--- config.mk ---
export PLATFORM = sky130hd
export DESIGN_NAME = streaming_conv2d_line_buffer_core
export DESIGN_NICKNAME = d
export VERILOG_FILES = /design/src/hdl/sconv_pkg.sv /design/src/hdl/streaming_conv2d_line_buffer_core.sv /design/src/hdl/sconv_cell.sv /design/src/hdl/sconv_mac.sv
export SDC_FILE = /design/constraint.sdc
export NUM_CORES = 2
export LEC_CHECK = 0
export BUFFER_PORTS_ARGS = -buffer_cell sky130_fd_sc_hd__buf_4
export CAP_MARGIN = 20
export CORE_UTILIZATION = 40
export CTS_CLUSTER_SIZE = 24
export DETAILED_ROUTE_END_ITERATION = 8
export PLACE_DENSITY = 0.66
export SYNTH_ARGS = -nofsm -noshare
export SYNTH_HDL_FRONTEND = slang
export SYNTH_SLANG_ARGS = --single-unit
--- constraint.sdc ---
create_clock -name clk -period 28.2 [get_ports clk]
set_input_delay 2.82 -clock clk [delete_from_list [all_inputs] [get_ports clk]]
set_output_delay 2.82 -clock clk [all_outputs]
set_load 0.02 [all_outputs]
--- src/hdl/sconv_pkg.sv ---
package sconv_pkg;

    localparam logic [1:0] CMD_SAMPLE = 2'd0;
    localparam logic [1:0] CMD_WEIGHT = 2'd1;
    localparam logic [1:0] CMD_BIAS   = 2'd2;

    localparam int SAMPLE_W = 16;
    localparam int ACC_W    = 40;

    typedef logic signed [SAMPLE_W-1:0] sample_t;
    typedef logic signed [ACC_W-1:0]    acc_t;

    // Round Q.20 to Q8.8 (halves toward plus infinity), then saturate.
    function automatic sample_t round_sat(input acc_t acc);
        logic signed [ACC_W:0]    v;
        logic signed [ACC_W-12:0] q;
        v = (ACC_W+1)'(acc) + (ACC_W+1)'(2048);
        q = v[ACC_W:12];
        if (q > (ACC_W-11)'(32767))
            round_sat = 16'sh7FFF;
        else if (q < -(ACC_W-11)'(32768))
            round_sat = 16'sh8000;
        else
            round_sat = SAMPLE_W'(q);
    endfunction

endpackage

--- src/hdl/streaming_conv2d_line_buffer_core.sv ---
// Streaming 2-D valid convolution, stride 1. Load weights (cmd 1) and
// biases (cmd 2) first, then stream samples (cmd 0) in raster order with
// channels interleaved. Samples shift through a chain of line-buffer cells.
// A word that does not complete a full window is accepted while idle. A word
// that completes one starts the single multiply-accumulate unit, one tap per
// cycle, for each filter in turn; a stall on the output holds it between
// filters. Input is stalled meanwhile; the output register lets the next
// word in while the final result waits.
module streaming_conv2d_line_buffer_core
#(
    parameter int IMG_WIDTH  = 28,
    parameter int IMG_HEIGHT = 28,
    parameter int CHANNELS   = 1,
    parameter int FILTERS    = 3,
    parameter int KERNEL     = 3
)
(
    input  logic               clk,
    input  logic               rst_n,
    input  logic               in_valid,
    output logic               in_stall,
    input  logic [1:0]         cmd,
    input  logic signed [15:0] sample,
    input  logic [9:0]         coef_index,
    input  logic signed [15:0] coef_value,
    output logic               out_valid,
    input  logic               out_stall,
    output logic [3:0]         filter_num,
    output logic signed [15:0] conv_value,
    output logic               last
);

    localparam int NT   = CHANNELS * KERNEL * KERNEL;
    localparam int WD   = FILTERS * NT;
    localparam int LD   = (KERNEL - 1) * IMG_WIDTH * CHANNELS + KERNEL * CHANNELS;
    localparam int WAW  = (WD > 1) ? $clog2(WD) : 1;
    localparam int LAW  = (LD > 1) ? $clog2(LD) : 1;
    localparam int CLW  = $clog2(IMG_WIDTH);
    localparam int RWW  = $clog2(IMG_HEIGHT);
    localparam int CHW  = (CHANNELS > 1) ? $clog2(CHANNELS) : 1;
    localparam int KW   = (KERNEL > 1) ? $clog2(KERNEL) : 1;
    localparam int FW   = (FILTERS > 1) ? $clog2(FILTERS) : 1;
    localparam int CNTW = $clog2(NT + 2);

    localparam logic [1:0] S_IDLE = 2'd0;
    localparam logic [1:0] S_RUN  = 2'd1;
    localparam logic [1:0] S_EMIT = 2'd2;

    logic [1:0]              state_reg;
    logic [CLW-1:0]          col_reg;
    logic [RWW-1:0]          row_reg;
    logic [CHW-1:0]          chan_reg;
    logic [FW-1:0]           filt_reg;
    logic [CNTW-1:0]         cnt_reg;
    logic [CHW-1:0]          tch_reg;
    logic [KW-1:0]           tii_reg;
    logic [KW-1:0]           tjj_reg;
    logic [WAW-1:0]          waddr_reg;
    logic                    v1_reg;
    sconv_pkg::sample_t      samp1_reg;
    sconv_pkg::sample_t      wt1_reg;
    sconv_pkg::sample_t      weight_mem [WD];
    sconv_pkg::sample_t      bias_reg [FILTERS];
    logic                    out_valid_reg;
    logic [3:0]              filter_num_reg;
    sconv_pkg::sample_t      conv_value_reg;
    logic                    last_reg;

    sconv_pkg::sample_t      cell_q [LD];
    logic                    shift_en;
    logic                    in_acc;
    logic                    fire;
    logic                    issue;
    logic [LAW-1:0]          tap_back;
    logic                    mac_load;
    sconv_pkg::sample_t      mac_bias;
    sconv_pkg::acc_t         acc;
    logic                    emit_go;

    assign in_stall = (state_reg != S_IDLE);
    assign in_acc   = in_valid && !in_stall;
    assign shift_en = in_acc && (cmd == sconv_pkg::CMD_SAMPLE);
    assign fire     = shift_en && (32'(chan_reg) == CHANNELS - 1)
                      && (32'(row_reg) >= KERNEL - 1) && (32'(col_reg) >= KERNEL - 1);
    assign issue    = (state_reg == S_RUN) && (32'(cnt_reg) < NT);
    assign emit_go  = (state_reg == S_EMIT) && (!out_valid_reg || !out_stall);

    genvar gi;
    generate
        for (gi = 0; gi < LD; gi++)
        begin : g_cell
            if (gi == 0)
            begin : g_head
                sconv_cell u_cell (.clk(clk), .en(shift_en), .d(sample), .q(cell_q[gi]));
            end
            else
            begin : g_body
                sconv_cell u_cell (.clk(clk), .en(shift_en), .d(cell_q[gi-1]),
                                   .q(cell_q[gi]));
            end
        end
    endgenerate

    // Cell 0 holds the newest sample, so the tap offset is its distance back.
    always_comb
    begin
        tap_back = LAW'(((KERNEL - 1 - 32'(tii_reg)) * IMG_WIDTH
                         + (KERNEL - 1 - 32'(tjj_reg))) * CHANNELS
                        + (CHANNELS - 1 - 32'(tch_reg)));
    end

    always_comb
    begin
        mac_load = 1'b0;
        mac_bias = bias_reg[0];
        if (fire)
        begin
            mac_load = 1'b1;
        end
        else if (emit_go && (32'(filt_reg) != FILTERS - 1))
        begin
            mac_load = 1'b1;
            mac_bias = bias_reg[FW'(filt_reg + 1'b1)];
        end
    end

    sconv_mac u_mac
    (
        .clk   (clk),
        .rst_n (rst_n),
        .load  (mac_load),
        .bias  (mac_bias),
        .in_v  (v1_reg),
        .samp  (samp1_reg),
        .wt    (wt1_reg),
        .acc   (acc)
    );

    always_ff @(posedge clk)
    begin
        if (in_acc && (cmd == sconv_pkg::CMD_WEIGHT) && (32'(coef_index) < WD))
        begin
            weight_mem[WAW'(coef_index)] <= coef_value;
        end
        if (in_acc && (cmd == sconv_pkg::CMD_BIAS) && (32'(coef_index) < FILTERS))
        begin
            bias_reg[FW'(coef_index)] <= coef_value;
        end
        wt1_reg   <= weight_mem[waddr_reg];
        samp1_reg <= cell_q[tap_back];
        if (emit_go)
        begin
            filter_num_reg <= 4'(filt_reg);
            conv_value_reg <= sconv_pkg::round_sat(acc);
            last_reg       <= (32'(filt_reg) == FILTERS - 1);
        end
    end

    always_ff @(posedge clk or negedge rst_n)
    begin
        if (!rst_n)
        begin
            state_reg     <= S_IDLE;
            col_reg       <= '0;
            row_reg       <= '0;
            chan_reg      <= '0;
            filt_reg      <= '0;
            cnt_reg       <= '0;
            tch_reg       <= '0;
            tii_reg       <= '0;
            tjj_reg       <= '0;
            waddr_reg     <= '0;
            v1_reg        <= 1'b0;
            out_valid_reg <= 1'b0;
        end
        else
        begin
            v1_reg <= issue;
            if (out_valid_reg && !out_stall && !emit_go)
            begin
                out_valid_reg <= 1'b0;
            end
            if (shift_en)
            begin
                if (32'(chan_reg) == CHANNELS - 1)
                begin
                    chan_reg <= '0;
                    if (32'(col_reg) == IMG_WIDTH - 1)
                    begin
                        col_reg <= '0;
                        if (32'(row_reg) == IMG_HEIGHT - 1)
                            row_reg <= '0;
                        else
                            row_reg <= row_reg + 1'b1;
                    end
                    else
                    begin
                        col_reg <= col_reg + 1'b1;
                    end
                end
                else
                begin
                    chan_reg <= chan_reg + 1'b1;
                end
            end
            if (issue)
            begin
                waddr_reg <= waddr_reg + 1'b1;
                if (32'(tjj_reg) == KERNEL - 1)
                begin
                    tjj_reg <= '0;
                    if (32'(tii_reg) == KERNEL - 1)
                    begin
                        tii_reg <= '0;
                        if (32'(tch_reg) == CHANNELS - 1)
                            tch_reg <= '0;
                        else
                            tch_reg <= tch_reg + 1'b1;
                    end
                    else
                    begin
                        tii_reg <= tii_reg + 1'b1;
                    end
                end
                else
                begin
                    tjj_reg <= tjj_reg + 1'b1;
                end
            end
            unique case (state_reg)
                S_IDLE:
                begin
                    if (fire)
                    begin
                        state_reg <= S_RUN;
                        filt_reg  <= '0;
                        cnt_reg   <= '0;
                        waddr_reg <= '0;
                        tch_reg   <= '0;
                        tii_reg   <= '0;
                        tjj_reg   <= '0;
                    end
                end
                S_RUN:
                begin
                    cnt_reg <= cnt_reg + 1'b1;
                    // the last product lands in the accumulator at this edge
                    if (32'(cnt_reg) == NT + 1)
                        state_reg <= S_EMIT;
                end
                S_EMIT:
                begin
                    if (emit_go)
                    begin
                        out_valid_reg <= 1'b1;
                        if (32'(filt_reg) == FILTERS - 1)
                        begin
                            state_reg <= S_IDLE;
                        end
                        else
                        begin
                            filt_reg  <= filt_reg + 1'b1;
                            cnt_reg   <= '0;
                            state_reg <= S_RUN;
                        end
                    end
                end
                default:
                begin
                    state_reg <= S_IDLE;
                end
            endcase
        end
    end

    assign out_valid  = out_valid_reg;
    assign filter_num = filter_num_reg;
    assign conv_value = conv_value_reg;
    assign last       = last_reg;

`ifndef ASSERT_OFF
    a_fire_runs: assert property (@(posedge clk) disable iff (!rst_n)
        fire |=> (state_reg == S_RUN && cnt_reg == '0))
        else $error("window fire did not start the accumulation");
    a_cnt_bound: assert property (@(posedge clk) disable iff (!rst_n)
        (state_reg == S_RUN) |-> (32'(cnt_reg) <= NT + 1))
        else $error("tap counter overran");
    a_last_filter: assert property (@(posedge clk) disable iff (!rst_n)
        (out_valid && last) |-> (32'(filter_num) == FILTERS - 1))
        else $error("last flag on a filter other than the final one");
    a_no_issue_idle: assert property (@(posedge clk) disable iff (!rst_n)
        (state_reg != S_RUN) |-> !issue)
        else $error("tap issued outside accumulation");
`endif

endmodule

--- src/hdl/sconv_cell.sv ---
module sconv_cell
(
    input  logic                clk,
    input  logic                en,
    input  sconv_pkg::sample_t  d,
    output sconv_pkg::sample_t  q
);

    sconv_pkg::sample_t q_reg;

    always_ff @(posedge clk)
    begin
        if (en)
        begin
            q_reg <= d;
        end
    end

    assign q = q_reg;

endmodule

--- src/hdl/sconv_mac.sv ---
module sconv_mac
(
    input  logic                clk,
    input  logic                rst_n,
    input  logic                load,
    input  sconv_pkg::sample_t  bias,
    input  logic                in_v,
    input  sconv_pkg::sample_t  samp,
    input  sconv_pkg::sample_t  wt,
    output sconv_pkg::acc_t     acc
);

    logic signed [31:0] prod_reg;
    logic               pv_reg;
    sconv_pkg::acc_t    acc_reg;

    always_ff @(posedge clk or negedge rst_n)
    begin
        if (!rst_n)
        begin
            pv_reg <= 1'b0;
        end
        else
        begin
            pv_reg <= in_v;
        end
    end

    always_ff @(posedge clk)
    begin
        prod_reg <= samp * wt;
        if (load)
        begin
            acc_reg <= sconv_pkg::ACC_W'(bias) <<< 12;
        end
        else if (pv_reg)
        begin
            acc_reg <= acc_reg + sconv_pkg::ACC_W'(prod_reg);
        end
    end

    assign acc = acc_reg;

endmodule

==> flow_summary_export.csv <==
group,metric,value,unit
status,status,"completed",
cts,cts_htree_levels,4,
placed_design,port_buffers,68,
route,wl_per_cell,21.0,um
sta,fin_crit,6.89,ns
synth,ys_types,77,
global_route,grt_max_degree,200,
synth,synthArstFlopShare,0.0196,
route,post-route-drc-count,0,
sta,slew_headroom,0.252,
cts,hold_buffers,0,
final_layout,nets,4743,
cts,post_cts_buffers,0,
synth,yosysWarnings,0,
route,routed_wl,142,mm
cts,clk_latency,0.81,ns
synth,syn-cell-area,72200,sq um
route,ant_nets,0,
floorplan,dieWidth,427,um
global_route,antenna_found_initial,6,
route,viasPerCell,5.34,
worst_setup_path,worstPathRequired,28.88,ns
cts,ctsResizeCount,0,
placed_design,place_congestion,0.812,
job,maxCapViolations,0,
final_layout,final_common_cell,"edfxtp_1",
placed_design,dp_hpwl,86.9,mm
synth,synthCells,4174,
synth,ys_seq_elements,1578,
sta,tns,0,ns
cts,cts_sinks,1578,
route,first_pass_iters,5,
final_layout,final_cell_mix,"edfxtp_1, mux4_2, inv_1, fa_1, nand2_1",
synth,synth.area.top_cells,"edfxtp_1, mux4_2, fa_1",
synth,ys.flop_type,"edfxtp_1",
worst_setup_path,crit_family,"adder cells",
floorplan,row_count,155,
route,via_count,36100,
global_route,grt_pass1_vias,37200,
route,drt_iter0_drc,3266,
cts,cts_buffers,161,
worst_setup_path,max_stage_delay,0.78,ns
sta,fin_skew,0.0506,ns
sta,hold_viol,0,
worst_setup_path,cpMaxStageDelayCell,"fa_1",
worst_setup_path,path_cells,"nand2_1 -> inv_1 -> fa_1 -> fa_1 -> inv_1 -> fa_1 -> fa_1 -> inv_1 -> fa_1 -> fa_1 -> ha_1 -> a21o_1 -> a21o_1 -> a2111oi_0 -> a21o_1 -> nor2_1 -> a2111oi_2 -> a21oi_1 -> xnor2_1",
worst_setup_path,cpMostUsedCell,"fa_1",
sta,worst_slew_pin_slew,1.12,ns
cts,clk_path_buf_depth,3,
floorplan,dieArea,182000,sq um
hold_path,hold_class,"flip-flop to flip-flop",
floorplan,core,179000,sq um
floorplan,die_h,427,um
global_route,gr-total-overflow,0,
final_layout,largest_reg_flops,928,
sta,final-max-slew-violation-count,0,
sta,fin_crit_sh,0.244,
cts,root_buffer,"clkbuf_16",
synth,yosysSeqAreaShare,0.644,
final_layout,area.growth.synth_to_final,11.6,%
global_route,grt_pass1_wl,223,mm
worst_setup_path,cp.arrival,7.57,ns
worst_setup_path,critPathBufInv,3,
sta,fmax,145,MHz
sta,finalSetupViolCount,0,
cts,tritoncts,"done",
synth,synth_edf_count,1471,
worst_setup_path,crit_fanout,16,
floorplan,ioPinCount,71,
synth,yosys.area.top_type,"edfxtp_1",
worst_setup_path,critical_path_class,"flip-flop to flip-flop",
worst_setup_path,crit_path_start_kind,"flip-flop",
synth,synth.avg_cell_area,17.3,sq um
synth,synth.top_cell.area_share,0.612,
final_layout,drive_above_1_share,0.181,
sta,rsz0062_at_grt,"false",
global_route,gr-usage-all-layers,0.158,
cts,clk_pin_slew_worst_paths,0.06,ns
floorplan,start_util,0.404,
worst_setup_path,critPathCaptureType,"flip-flop",
[cells in the mapped netlist, types with 6 or more instances]
cell	instances
o21ai_1	46
nand2b_1	17
mux2_2	17
and2_1	130
o21ai_0	88
mux4_2	400
buf_2	39
nor3_1	11
nand4_1	15
fa_1	267
nand3_1	41
clkbuf_1	124
dfxtp_1	76
nor4_1	8
nor2b_1	19
a211o_1	6
buf_1	17
o21bai_1	9
xnor2_1	57
a21oi_1	87
o21a_1	7
o31ai_1	11
or3_1	9
inv_1	338
a211oi_1	14
a22o_1	17
a31oi_1	13
edfxtp_1	1471
o22ai_1	30
a21o_1	40
nor2_1	148
xor2_1	44
ha_1	145
dfrtp_1	31
and3_1	15
nand2_1	243
mux2i_1	60
[per-layer routing]
layer | vias to the layer above | track usage | wire [um]
met5 | - | 0 | 0
met4 | 0 | 0.0487 | 3230
met3 | 196 | 0.0289 | 8420
met2 | 1012 | 0.241 | 66000
met1 | 18800 | 0.231 | 64200
li1 | 16000 | - | -
[metrics by stage]
step / setup WS [ns] / hold slack (ns) / instances / area, sq um / utilization
4_1_cts: 21.26 / 0.354 / 6757 / 80500 / 0.450
3_5_place_dp: 20.80 / 0.342 / 6474 / 75500 / 0.422
5_1_grt: 20.90 / 0.364 / 6758 / 80600 / 0.451
3_3_place_gp: 20.95 / 0.333 / 6473 / 75500 / 0.422
6_report: 21.31 / 0.350 / 6759 / 80600 / 0.451
2_1_floorplan: 3.23 / 0.331 / 4175 / 72200 / -
[final timing paths]
kind	end	depth (start not counted)	startpoint	slack (ns)
hold reg to reg	u_mac.pv_reg	0	v1_reg	0.35
hold / removal	u_mac.pv_reg	0	v1_reg	0.35
setup reg to reg	u_mac.prod_reg[31]	19	wt1_reg[1]	21.31
min in group asynchronous	filt_reg[1]	1	rst_n	1.98
setup / recovery	u_mac.prod_reg[31]	19	wt1_reg[1]	21.31
max in group asynchronous	waddr_reg[0]	1	rst_n	25.80
[logic make-up after synthesis]
logic type / share of synthesized area
adders and majority gates: 0.0992
AOI/OAI and AO/OA: 0.0366
and+or+nand+nor: 0.0443
other: 0.0000519
buffers and inverters: 0.0282
xor gates and xnor gates: 0.0123
DFF: 0.644
muxes: 0.136
[layout make-up]
cell class | count | area [sq um]
fill | 15200 | 98300
sequential | 1578 | 46500
multi-input combinational | 2074 | 23800
clock buffer | 202 | 4260
tap | 2355 | 2950
inverter | 338 | 1280
timing repair buffer | 130 | 1050
clock inverter | 81 | 764
antenna | 1 | 2.50
Power is not shown: default switching activity piles up to over one toggle a cycle in this logic, so the estimate is an artifact.
